$ cat config.mk
export PLATFORM = sky130hd
export DESIGN_NAME = efuse_tuple_map_parser_unit_flat
export DESIGN_NICKNAME = d
export VERILOG_FILES = /design/src/rtl/efmp_pkg.sv /design/src/rtl/efmp_ifs.sv /design/src/rtl/efmp_cfg_regs.sv /design/src/rtl/efmp_parse_core.sv /design/src/rtl/efuse_tuple_map_parser_unit.sv /design/src/flat_wrapper.sv
export SDC_FILE = /design/constraint.sdc
export NUM_CORES = 1
export LEC_CHECK = 0
export BUFFER_PORTS_ARGS = -buffer_cell sky130_fd_sc_hd__buf_2
export CAP_MARGIN = 20
export CORE_UTILIZATION = 49
export CTS_CLUSTER_SIZE = 24
export DETAILED_ROUTE_END_ITERATION = 8
export HOLD_SLACK_MARGIN = 0.08
export PLACE_DENSITY_LB_ADDON = 0.1
export SLEW_MARGIN = 5
export SYNTH_ARGS = -nofsm -noshare
export SYNTH_HDL_FRONTEND = slang
export SYNTH_SLANG_ARGS = --single-unit
$ cat constraint.sdc
create_clock -name clk -period 4.15 [get_ports clk]
set_input_delay 0.2075 -clock clk [delete_from_list [all_inputs] [get_ports clk]]
set_output_delay 0.2075 -clock clk [all_outputs]
set_load 0.01 [all_outputs]
$ cat src/rtl/efmp_pkg.sv
package efmp_pkg;

  localparam int unsigned LIMIT_W = 11;
  localparam int unsigned POS_W   = 10;
  localparam int unsigned ADDR_W  = 3;
  localparam int unsigned DATA_W  = 32;

  localparam logic [7:0]         BLANK_HEADER = 8'hFF;
  localparam logic [4:0]         EXT_MASK     = 5'h1F;
  localparam logic [4:0]         EXT_CODE     = 5'h0F;
  localparam logic [LIMIT_W-1:0] COUNT_MAX    = 11'd2047;
  localparam logic [LIMIT_W-1:0] LIMIT_RESET  = 11'd512;

  localparam logic CMD_CONSUME = 1'b0;
  localparam logic CMD_RESTART = 1'b1;

  localparam logic CAUSE_BLANK = 1'b0;
  localparam logic CAUSE_LIMIT = 1'b1;

  localparam logic REG_PHYSICAL_LIMIT = 1'b0;
  localparam logic REG_MAP_LIMIT      = 1'b1;

  typedef enum logic [2:0] {
    PH_HEADER = 3'd0,
    PH_EXT    = 3'd1,
    PH_LOW    = 3'd2,
    PH_HIGH   = 3'd3
  } phase_t;

  typedef struct packed {
    logic       command;
    logic [7:0] efuse_byte;
  } in_item_t;

  typedef struct packed {
    logic             write_valid;
    logic [POS_W-1:0] position;
    logic [7:0]       low_byte;
    logic [7:0]       high_byte;
    logic             finished;
    logic             end_cause;
  } out_item_t;

endpackage

$ cat src/rtl/efmp_ifs.sv
interface efmp_byte_if;
  logic       valid;
  logic       ready;
  logic       command;
  logic [7:0] efuse_byte;

  modport source (output valid, output command, output efuse_byte, input ready);
  modport sink (input valid, input command, input efuse_byte, output ready);
endinterface

interface efmp_result_if;
  logic       valid;
  logic       ready;
  logic       write_valid;
  logic [9:0] position;
  logic [7:0] low_byte;
  logic [7:0] high_byte;
  logic       finished;
  logic       end_cause;

  modport source (
    output valid, output write_valid, output position, output low_byte,
    output high_byte, output finished, output end_cause, input ready
  );
  modport sink (
    input valid, input write_valid, input position, input low_byte,
    input high_byte, input finished, input end_cause, output ready
  );
endinterface

$ cat src/rtl/efmp_cfg_regs.sv
module efmp_cfg_regs (
  input  logic                         clk,
  input  logic                         rst,
  input  logic                         psel,
  input  logic                         penable,
  input  logic                         pwrite,
  input  logic [efmp_pkg::ADDR_W-1:0]  paddr,
  input  logic [efmp_pkg::DATA_W-1:0]  pwdata,
  output logic [efmp_pkg::DATA_W-1:0]  prdata,
  output logic                         pready,
  output logic [efmp_pkg::LIMIT_W-1:0] physical_limit,
  output logic [efmp_pkg::LIMIT_W-1:0] map_limit
);
  import efmp_pkg::*;

  logic wr_en;

  assign pready = 1'b1;
  assign wr_en  = psel && penable && pwrite && pready;

  always_ff @(posedge clk) begin
    if (rst) begin
      physical_limit <= LIMIT_RESET;
      map_limit      <= LIMIT_RESET;
    end else if (wr_en) begin
      case (paddr[2])
        REG_PHYSICAL_LIMIT: physical_limit <= pwdata[LIMIT_W-1:0];
        REG_MAP_LIMIT:      map_limit      <= pwdata[LIMIT_W-1:0];
        default: ;
      endcase
    end
  end

  always_comb begin
    prdata = '0;
    case (paddr[2])
      REG_PHYSICAL_LIMIT: prdata = {{(DATA_W-LIMIT_W){1'b0}}, physical_limit};
      REG_MAP_LIMIT:      prdata = {{(DATA_W-LIMIT_W){1'b0}}, map_limit};
      default:            prdata = '0;
    endcase
  end

endmodule

$ cat src/rtl/efmp_parse_core.sv
module efmp_parse_core #(
  parameter int unsigned MAX_PHYSICAL_BYTES = 1024
) (
  input  logic                         clk,
  input  logic                         rst,
  input  logic                         step_en,
  input  efmp_pkg::in_item_t           item,
  input  logic [efmp_pkg::LIMIT_W-1:0] physical_limit,
  input  logic [efmp_pkg::LIMIT_W-1:0] map_limit,
  output logic                         has_result,
  output efmp_pkg::out_item_t          result
);
  import efmp_pkg::*;

  localparam logic [LIMIT_W-1:0] MAX_LIMIT = LIMIT_W'(MAX_PHYSICAL_BYTES);

  phase_t             phase, phase_next;
  logic [LIMIT_W-1:0] consumed, consumed_next;
  logic [7:0]         saved_header, saved_header_next;
  logic [6:0]         record_offset, record_offset_next;
  logic [3:0]         word_enables, word_enables_next;
  logic [1:0]         word_slot, word_slot_next;
  logic [7:0]         pending_low, pending_low_next;
  logic               done, done_next;

  logic [LIMIT_W-1:0] eff_limit;
  logic [LIMIT_W-1:0] consumed_inc;
  logic               limit_after;
  logic [7:0]         b;
  logic [3:0]         adv_en;
  logic [2:0]         adv_from;
  logic [2:0]         adv_slot;
  logic               adv_req;
  logic [POS_W-1:0]   pos;

  function automatic logic [2:0] next_slot(input logic [3:0] en, input logic [2:0] from);
    logic [2:0] s;
    logic       found;
    s     = 3'd4;
    found = 1'b0;
    for (int i = 0; i < 4; i++) begin
      if (!found && (3'(i) >= from) && !en[i]) begin
        s     = 3'(i);
        found = 1'b1;
      end
    end
    return s;
  endfunction

  assign b            = item.efuse_byte;
  assign eff_limit    = (physical_limit > MAX_LIMIT) ? MAX_LIMIT : physical_limit;
  assign consumed_inc = (consumed < COUNT_MAX) ? consumed + 1'b1 : consumed;
  assign limit_after  = consumed_inc >= eff_limit;
  assign pos          = {record_offset, word_slot, 1'b0};

  always_comb begin
    phase_next         = phase;
    consumed_next      = consumed;
    saved_header_next  = saved_header;
    record_offset_next = record_offset;
    word_enables_next  = word_enables;
    word_slot_next     = word_slot;
    pending_low_next   = pending_low;
    done_next          = done;
    adv_req            = 1'b0;
    adv_en             = word_enables;
    adv_from           = 3'd0;
    adv_slot           = 3'd4;
    result             = '0;

    if (item.command == CMD_RESTART) begin
      phase_next         = PH_HEADER;
      consumed_next      = '0;
      saved_header_next  = '0;
      record_offset_next = '0;
      word_enables_next  = 4'hF;
      word_slot_next     = '0;
      pending_low_next   = '0;
      done_next          = 1'b0;
    end else if (!done) begin
      case (phase)
        PH_EXT: begin
          consumed_next      = consumed_inc;
          record_offset_next = {b[7:4], saved_header[7:5]};
          word_enables_next  = b[3:0];
          adv_req            = 1'b1;
          adv_en             = b[3:0];
        end
        PH_LOW: begin
          consumed_next    = consumed_inc;
          pending_low_next = b;
          phase_next       = PH_HIGH;
        end
        PH_HIGH: begin
          consumed_next = consumed_inc;
          if (({1'b0, pos} + 1'b1) < map_limit) begin
            result.write_valid = 1'b1;
            result.position    = pos;
            result.low_byte    = pending_low;
            result.high_byte   = b;
          end
          adv_req  = 1'b1;
          adv_from = {1'b0, word_slot} + 3'd1;
        end
        default: begin
          phase_next = PH_HEADER;
          if (consumed >= eff_limit) begin
            done_next        = 1'b1;
            result.finished  = 1'b1;
            result.end_cause = CAUSE_LIMIT;
          end else begin
            consumed_next = consumed_inc;
            if (b == BLANK_HEADER) begin
              done_next        = 1'b1;
              result.finished  = 1'b1;
              result.end_cause = CAUSE_BLANK;
            end else if ((b[4:0] & EXT_MASK) == EXT_CODE) begin
              saved_header_next = b;
              phase_next        = PH_EXT;
            end else begin
              record_offset_next = {3'b000, b[7:4]};
              word_enables_next  = b[3:0];
              adv_req            = 1'b1;
              adv_en             = b[3:0];
            end
          end
        end
      endcase

      adv_slot = next_slot(adv_en, adv_from);

      if (adv_req) begin
        if (!adv_slot[2]) begin
          word_slot_next = adv_slot[1:0];
          phase_next     = PH_LOW;
        end else begin
          word_slot_next = '0;
          phase_next     = PH_HEADER;
          if (limit_after) begin
            done_next        = 1'b1;
            result.finished  = 1'b1;
            result.end_cause = CAUSE_LIMIT;
          end
        end
      end
    end

    has_result = result.write_valid || result.finished;
  end

  always_ff @(posedge clk) begin
    if (rst) begin
      phase         <= PH_HEADER;
      consumed      <= '0;
      saved_header  <= '0;
      record_offset <= '0;
      word_enables  <= 4'hF;
      word_slot     <= '0;
      pending_low   <= '0;
      done          <= 1'b0;
    end else if (step_en) begin
      phase         <= phase_next;
      consumed      <= consumed_next;
      saved_header  <= saved_header_next;
      record_offset <= record_offset_next;
      word_enables  <= word_enables_next;
      word_slot     <= word_slot_next;
      pending_low   <= pending_low_next;
      done          <= done_next;
    end
  end

endmodule

$ cat src/rtl/efuse_tuple_map_parser_unit.sv
// Efuse tuple map parser.
// byte_in carries one beat per physical efuse byte in address order; command
// restarts the parse from the first byte. result_out carries one beat for each
// logical map word write and for the end of the parse (blank header or
// physical limit); a write that closes the last record carries both in one
// beat. Bytes that only advance the parser produce no beat.
// Each accepted byte is held in the input register and its result in the
// result register, which drives result_out. Throughput: one byte per cycle
// while result_out does not stall; the input register and the result
// register are the only stages, and the parser state updates once per byte.
// Limits are written over the APB port at 0x0 (physical) and 0x4 (map); the
// user must write them only while the block is idle (not enforced here).
// Reset clears the parser state, empties both registers and sets both
// limits to 512.
// When result_out stalls, the result register holds, an empty input register
// takes one more byte, and byte_in.ready then drops until the stall ends.
module efuse_tuple_map_parser_unit #(
  parameter int unsigned MAX_PHYSICAL_BYTES = 1024
) (
  input  logic                        clk,
  input  logic                        rst,
  input  logic                        psel,
  input  logic                        penable,
  input  logic                        pwrite,
  input  logic [efmp_pkg::ADDR_W-1:0] paddr,
  input  logic [efmp_pkg::DATA_W-1:0] pwdata,
  output logic [efmp_pkg::DATA_W-1:0] prdata,
  output logic                        pready,
  efmp_byte_if.sink                   byte_in,
  efmp_result_if.source               result_out
);
  import efmp_pkg::*;

  logic [LIMIT_W-1:0] physical_limit;
  logic [LIMIT_W-1:0] map_limit;

  logic      in_valid;
  in_item_t  in_item;
  logic      out_valid;
  out_item_t out_item;
  logic      step_en;
  logic      has_result;
  out_item_t step_result;

  efmp_cfg_regs u_cfg (
    .clk            (clk),
    .rst            (rst),
    .psel           (psel),
    .penable        (penable),
    .pwrite         (pwrite),
    .paddr          (paddr),
    .pwdata         (pwdata),
    .prdata         (prdata),
    .pready         (pready),
    .physical_limit (physical_limit),
    .map_limit      (map_limit)
  );

  efmp_parse_core #(
    .MAX_PHYSICAL_BYTES (MAX_PHYSICAL_BYTES)
  ) u_core (
    .clk            (clk),
    .rst            (rst),
    .step_en        (step_en),
    .item           (in_item),
    .physical_limit (physical_limit),
    .map_limit      (map_limit),
    .has_result     (has_result),
    .result         (step_result)
  );

  assign step_en       = in_valid && (!out_valid || result_out.ready);
  assign byte_in.ready = !in_valid || step_en;

  always_ff @(posedge clk) begin
    if (rst) begin
      in_valid <= 1'b0;
    end else if (byte_in.ready) begin
      in_valid <= byte_in.valid;
    end
  end

  always_ff @(posedge clk) begin
    if (byte_in.ready && byte_in.valid) begin
      in_item.command    <= byte_in.command;
      in_item.efuse_byte <= byte_in.efuse_byte;
    end
  end

  always_ff @(posedge clk) begin
    if (rst) begin
      out_valid <= 1'b0;
    end else if (step_en && has_result) begin
      out_valid <= 1'b1;
    end else if (result_out.ready) begin
      out_valid <= 1'b0;
    end
  end

  always_ff @(posedge clk) begin
    if (step_en && has_result) begin
      out_item <= step_result;
    end
  end

  assign result_out.valid       = out_valid;
  assign result_out.write_valid = out_item.write_valid;
  assign result_out.position    = out_item.position;
  assign result_out.low_byte    = out_item.low_byte;
  assign result_out.high_byte   = out_item.high_byte;
  assign result_out.finished    = out_item.finished;
  assign result_out.end_cause   = out_item.end_cause;

endmodule
$ cat src/flat_wrapper.sv
// flat-port wrapper written by rule: the top's interface ports become plain ports
module efuse_tuple_map_parser_unit_flat import efmp_pkg::*;
#(
  parameter int unsigned MAX_PHYSICAL_BYTES = 1024
)
  (clk, rst, psel, penable, pwrite, paddr, pwdata, prdata, pready, byte_in_valid, byte_in_command, byte_in_efuse_byte, byte_in_ready, result_out_valid, result_out_write_valid, result_out_position, result_out_low_byte, result_out_high_byte, result_out_finished, result_out_end_cause, result_out_ready);
  efmp_byte_if byte_in_i ();
  efmp_result_if result_out_i ();
  input  logic clk;
  input  logic rst;
  input  logic psel;
  input  logic penable;
  input  logic pwrite;
  input  logic [efmp_pkg::ADDR_W-1:0] paddr;
  input  logic [efmp_pkg::DATA_W-1:0] pwdata;
  output logic [efmp_pkg::DATA_W-1:0] prdata;
  output logic pready;
  input wire logic [$bits(byte_in_i.valid)-1:0] byte_in_valid;
  input wire logic [$bits(byte_in_i.command)-1:0] byte_in_command;
  input wire logic [$bits(byte_in_i.efuse_byte)-1:0] byte_in_efuse_byte;
  output wire logic [$bits(byte_in_i.ready)-1:0] byte_in_ready;
  output wire logic [$bits(result_out_i.valid)-1:0] result_out_valid;
  output wire logic [$bits(result_out_i.write_valid)-1:0] result_out_write_valid;
  output wire logic [$bits(result_out_i.position)-1:0] result_out_position;
  output wire logic [$bits(result_out_i.low_byte)-1:0] result_out_low_byte;
  output wire logic [$bits(result_out_i.high_byte)-1:0] result_out_high_byte;
  output wire logic [$bits(result_out_i.finished)-1:0] result_out_finished;
  output wire logic [$bits(result_out_i.end_cause)-1:0] result_out_end_cause;
  input wire logic [$bits(result_out_i.ready)-1:0] result_out_ready;
  assign byte_in_i.valid = byte_in_valid;
  assign byte_in_i.command = byte_in_command;
  assign byte_in_i.efuse_byte = byte_in_efuse_byte;
  assign byte_in_ready = byte_in_i.ready;
  assign result_out_valid = result_out_i.valid;
  assign result_out_write_valid = result_out_i.write_valid;
  assign result_out_position = result_out_i.position;
  assign result_out_low_byte = result_out_i.low_byte;
  assign result_out_high_byte = result_out_i.high_byte;
  assign result_out_finished = result_out_i.finished;
  assign result_out_end_cause = result_out_i.end_cause;
  assign result_out_i.ready = result_out_ready;
  efuse_tuple_map_parser_unit #(.MAX_PHYSICAL_BYTES(MAX_PHYSICAL_BYTES)) u_core (.clk(clk), .rst(rst), .psel(psel), .penable(penable), .pwrite(pwrite), .paddr(paddr), .pwdata(pwdata), .prdata(prdata), .pready(pready), .byte_in(byte_in_i), .result_out(result_out_i));
endmodule
* Word-level counts from Yosys, hierarchy flattened *
Index checks and enable logic that the tools add are counted.

operators by class
  add/subtract/negate cells = 3
  multipliers = 0
  divide/modulo/power cells = 0
  magnitude comparators = 9
  equal/unequal tests = 15
  shift-type cells = 0
  multiplexer cells = 85
  bitwise operators = 3
  reduce and logical (&&, ||, !) cells = 43

operators by type and width
  kind                                                    count
  2-to-1 mux 8 bit                                        9
  2-to-1 mux 11 bit                                       6
  case mux 32 bit (2 select lines)                        1
  2-to-1 mux 29 bit                                       2
  2-to-1 mux 27 bit                                       2
  2-to-1 mux 3 bit                                        12
  2-to-1 mux 7 bit                                        5
  2-to-1 mux 1 bit                                        27
  2-to-1 mux 4 bit                                        6
  >= comparator 11 bit                                    2
  2-to-1 mux 2 bit                                        11
  case mux 7 bit (2 select lines)                         1
  logical AND 1 bit                                       12
  != test 3 x 1 -> 1 bit (second input constant)          4
  AND reduction 3 bit                                     4
  AND reduction 6 bit                                     2
  adder 10 x 1 -> 11 bit (second input constant)          1
  adder 11 x 1 -> 11 bit (second input constant)          1
  greater-than comparator 11 bit (second input constant)  1
  less-than comparator 11 bit                             1
  less-than comparator 11 bit (second input constant)     1
  != test 2 x 1 -> 1 bit (second input constant)          5
  zero test 1 bit                                         9
  equality test 8 bit (second input constant)             1
  other kinds (17)                                        32

storage, ports and cells
  flip-flop bits (word level) = 106
  latch bits = 0
  memory bits (writable) = 0
  ROM bits = 0
  bits of input ports = 51
  output and inout port bits = 64
  logic and storage cells = 179
  memories kept = 0

* Depth between registers and ports, before layout *
  word-level depth = 37
  mapped depth = 15

* Hierarchy *
From an unflattened synthesis, not the netlist that was laid out.

unflattened totals
  cells, all modules = 549
  area, all modules = 5381.4 µm²

by module, submodules not included
  module                       times used  cells an instance  area an instance (µm²)  sequential area each (µm²)
  efmp_parse_core              1           378                2915.3                  760.7
  efuse_tuple_map_parser_unit  1           49                 1243.7                  1181.1
  efmp_cfg_regs                1           122                1222.4                  440.4

* Least setup slack after synthesis *
OpenSTA, ideal clock, no wires.

  path type = flip-flop to flip-flop
  start = register u_core.u_core.consumed[4]
  end = register u_core.out_item, in the netlist u_core.result_out.end_cause (enable)
  library setup time = 0.413 ns
  arrival time = 3.963 ns
  slack = -0.226 ns
  stages on the path, launching flop included = 15
  path buffers = 0
  period minus slack after synthesis = 4.376 ns
  cell sequence = dfxtp_1 -> nand4_1 -> nor2_1 -> nand3_1 -> and4_1 -> and3_1 -> xor2_1 -> ha_1 -> nand2b_1 -> o2111ai_1 -> o21ai_0 -> o211ai_1 -> o31ai_4 -> nor2_1 -> nor2_1

on the way
  cells in the longest elaborated chain, start to end = 34
  elaborated cells between the ends (all ways) = 51
  those cells by class = 1 x add/sub; 3 x order compare; 31 x mux; 16 x reduce/logical

ends and longest elaborated chain
  item                             line                                source
  start: declaration               efmp_parse_core.sv:18               logic [LIMIT_W-1:0] consumed, consumed_next;
  start signal: assignment         efmp_parse_core.sv:163              consumed <= consumed_next;
  >= comparator 11 bit             efmp_parse_core.sv:107              if (consumed >= eff_limit) begin
  2-to-1 mux 4 bit                 efmp_parse_core.sv:107
  case mux 4 bit (2 select lines)  n/a
  2-to-1 mux 4 bit                 efmp_parse_core.sv:80               end else if (!done) begin
  2-to-1 mux 4 bit                 efmp_parse_core.sv:71               if (item.command == CMD_RESTART) begin
  zero test 1 bit                  efmp_parse_core.sv:42               if (!found && (3'(i) >= from) && !en[i]) begin
  logical AND 1 bit                efmp_parse_core.sv:42
  2-to-1 mux 1 bit                 efmp_parse_core.sv:42
  [... 18 more ...]                n/a
  2-to-1 mux 3 bit                 efmp_parse_core.sv:80
  2-to-1 mux 3 bit                 efmp_parse_core.sv:71
  2-to-1 mux 2 bit                 efmp_parse_core.sv:133              if (!adv_slot[2]) begin
  2-to-1 mux 2 bit (*)             efmp_parse_core.sv:132              if (adv_req) begin
  2-to-1 mux 29 bit (*)            efmp_parse_core.sv:80
  2-to-1 mux 29 bit (*)            efmp_parse_core.sv:71
  logical OR 1 bit (*)             efmp_parse_core.sv:148              has_result = result.write_valid || result.finished;
  logical AND 1 bit (*)            efuse_tuple_map_parser_unit.sv:101  if (step_en && has_result) begin
  end signal: assignment           efuse_tuple_map_parser_unit.sv:102  out_item <= step_result;
  end: declaration                 efuse_tuple_map_parser_unit.sv:40   out_item_t out_item;

Mark *: on every way between the ends. The rest lies on a longest branch, timed or not. The select of a mux whose other input is x is not followed.
A chain may end at the register's enable or synchronous reset.

* Worst setup path in the final report *
  start = register u_core.u_core.consumed[4]
  end = register u_core.out_item, in the netlist u_core.result_out.position[7] (enable)

The elaborated chain is that of the path after synthesis.

==> results.sh <==
export IMPL_synth_xor_area_frac=0.01005
export IMPL_cts_root_buf="clkbuf_8"
export IMPL_syn_inst=575
export IMPL_synth_edff_count=37
export IMPL_synth_compound_area_frac=0.1586
export IMPL_crit_family="simple AND/OR/NAND/NOR gates"
export IMPL_path_clk_slew_ps=100
export IMPL_start_util=0.5067
export IMPL_max_freq_ghz=0.2610
export IMPL_startpoint="u_core.u_core.consumed[4]"
export IMPL_dieArea_mm2=0.01109
export IMPL_grt_overflow=0
export IMPL_path_buf_inv=1
export IMPL_grt_usage=0.2263
export IMPL_path_cells="nand4_1 > nor2_2 > nand3_1 > and4_1 > and3_1 > xor2_1 > ha_1 > nand2b_1 > o2111ai_1 > o21ai_1 > o211ai_1 > o31ai_4 > nor2_1 > nor2_2 > buf_12"
export IMPL_firstDrtPassIters=5
export IMPL_layout_cells_most_common_list="78 x nand2_1, 68 x buf_2, 62 x dfxtp_1, 50 x a21oi_1, 49 x nor2_1"
export IMPL_rr_worst_depth=15
export IMPL_ff2ff_setup_slack_ps=320
export IMPL_io_pin_count=115
export IMPL_irDropWorstVdd_uv=161.0
export IMPL_ys_seq_elements=99
export IMPL_synth_top_area_cell="dfxtp_1"
export IMPL_io_buffers=68
export IMPL_hp_class="input port to flip-flop"
export IMPL_clkLatencyLatePin_ps=370
export IMPL_drive_above_1_share=0.1682
export IMPL_vias_per_cell=5.475
export IMPL_synth_top_family_by_area="simple AND/OR/NAND/NOR gates"
export IMPL_wire_per_inst_um=15.26
export IMPL_netlist_area_mm2=0.005231
export IMPL_ant_nets=0
export IMPL_rr_endpoint="u_core.result_out.position[7]"
export IMPL_post_route_period_util=0.9233
export IMPL_reg2reg_from="u_core.u_core.consumed[4]"
export IMPL_antenna_found_initial=0
export IMPL_synthArstFlopShare=0
export IMPL_status="complete, no violations"
export IMPL_yosys_warnings=0
export IMPL_rsz0062_at_grt="false"
export IMPL_drc_errors=0
export IMPL_layout_area_overhead_vs_synth_pct=14.57
export IMPL_nets=732
export IMPL_cp_common_cell="nor2_2"
export IMPL_finalSetupViolations=0
export IMPL_tightestPinTransition_ps=836.7
export IMPL_coreArea_mm2=0.01032
export IMPL_syn_mean_instance_area_um2=9.098
export IMPL_die_w_um=105.3
export IMPL_synth_flop_cell="dfxtp_1"
export IMPL_worst_path_stages=15
export IMPL_postLayoutCoreUtil=0.5805
export IMPL_yosysUniqueCellTypes=57
export IMPL_grt_pass1_wl_um=19820
export IMPL_crit_required_ps=4230
export IMPL_max_stage_delay_ps=460
export IMPL_grt_max_degree=62
export IMPL_grt_pass1_vias=4017
export IMPL_critical_path_class="flip-flop to flip-flop"
export IMPL_die_h_um=105.3
export IMPL_powerDensity_mw_per_mm2=303.3
export IMPL_slew_headroom=0.4371
export IMPL_p_leak_nw=2.403
export IMPL_crit_end="u_core.result_out.position[7]"
export IMPL_ys_seq_area_frac=0.4497
export IMPL_drt_wl_total_um=12060
export IMPL_cp_max_fo=28
export IMPL_synth_adder_area_share=0.07654
export IMPL_cts_tree="done"
export IMPL_hold_viol=0
export IMPL_cpMaxStageDelayCell="dfxtp_1"
export IMPL_setup_tns_ps=0
export IMPL_cts_max_path_buffers=2
export IMPL_numCtsBuffers=9
export IMPL_diodes=0
export IMPL_yosys_area_share_simple=0.2062
export IMPL_cts_htree_levels=3
export IMPL_layout_min_cycle_time_ps=3832
export IMPL_drv_slew=0
export IMPL_layout_commonest_cell="nand2_1"
export IMPL_synthDominantCellAreaShare=0.2373
export IMPL_rows=37
export IMPL_post_cts_buffers=0
export IMPL_startpoint_type="flip-flop"
export IMPL_cts_sinks=99
export IMPL_end_kind="flip-flop"
export IMPL_fin_skew_ps=12.80
export IMPL_muxShareOfSynthArea=0.03109
export IMPL_place_gp_congestion=0.8387
export IMPL_drt_initial_drc_count=296
export IMPL_max_cap_violations=0
export IMPL_whs_ps=97.69
export IMPL_power_total_w=0.001818
export IMPL_crit_arrival_ps=3910
export IMPL_place_hpwl_um=8682
export IMPL_synth_area_leaders="dfxtp_1 24%, edfxtp_1 21%, ha_1 7.7%"
export IMPL_vias=4325
==> power by group <==
part           internal, W  total [W]  switching [W]
Sequential         0.00102    0.00104      0.0000223
Clock             0.000227   0.000582       0.000355
Combinational    0.0000777   0.000192       0.000114
==> synth_stat cells, drive strengths merged, types with 16 or more instances <==
cell type and n:
and3 29, dfxtp 62, edfxtp 37, buf 27, nand2 78, o21ai 16, ha 32, clkbuf 23
nand3 16, a22oi 19, nor2 51, a21oi 50, inv 19
==> cell families after synthesis <==
logic type	after synthesis
AO/OA/AOI/OAI	126
multiplexers	15
XOR/XNOR	6
flip-flops	99
AND/OR/NAND/NOR	226
other	2
buffers and inverters	69
adder cells (fa/ha/maj)	32
==> per-stage QoR <==
step	cells	setup slack [ps]	cell area (um2)
global placement	755	342.5	5597
finish	790	318.4	5993
floorplan	596	228.5	5313
CTS	788	213.4	5953
global route	790	17.76	5993
detailed placement	755	245.2	5597
==> worst min-delay path by stage <==
stage	slack, ps	cells past startpoint	endpoint	from
floorplan	310	0	u_core.in_item[0]	byte_in_efuse_byte[0]
finish	100	3	u_core.u_cfg.map_limit[3]	pwdata[3]
detailed placement	390	1	u_core.in_item[0]	byte_in_efuse_byte[0]
global route	90	3	u_core.u_cfg.map_limit[3]	pwdata[3]
global placement	390	1	u_core.in_item[8]	byte_in_command
CTS	80	3	u_core.u_cfg.map_limit[7]	pwdata[7]
==> flip-flops by register name (all words and copies together), names as in the netlist, 2 cells and up <==
name / cells
u_core.u_core.word_slot: 2
u_core.in_item: 9
u_core.u_cfg.map_limit: 11
u_core.u_core.record_offset: 7
u_core.u_core.word_enables: 4
u_core.u_core.saved_header: 3
u_core.u_core.phase: 2
u_core.result_out.high_byte: 8
u_core.result_out.position: 9
u_core.u_cfg.physical_limit: 11
u_core.u_core.consumed: 11
u_core.u_core.pending_low: 8
u_core.result_out.low_byte: 8
==> cell type report <==
class	instances	area, um2
clock buffer	9	123.9
sequential	99	2352
fill	942	4330
multi-input combinational	428	2623
clock inverter	7	62.56
tap	136	170.2
timing repair buffer	92	590.6
inverter	19	71.32
==> routing by layer <==
layer  vias to the layer above  global-route usage  part of all wire
li1                       2150                   -                 -
met1                      2052              0.3172              0.48
met2                       112              0.3604              0.47
met3                        11             0.04082             0.041
met4                         0             0.05634             0.011
met5                         -                   0                 0
==> worst min-delay path, delay by kind of cell <==
kind,cells,cell delay (ps)
compound gates,1,50
buf+inv,1,120
simple gates,1,50
==> timing repair <==
| action | in CTS | in global routing |
|---|---|---|
| endpoints found under the hold margin | 22 | 1 |
| hold buffers | 17 | 1 |
| setup endpoints to repair | 0 | 28 |
| gates resized for setup | 0 | 3 |
(Power assumes the default switching activity.)
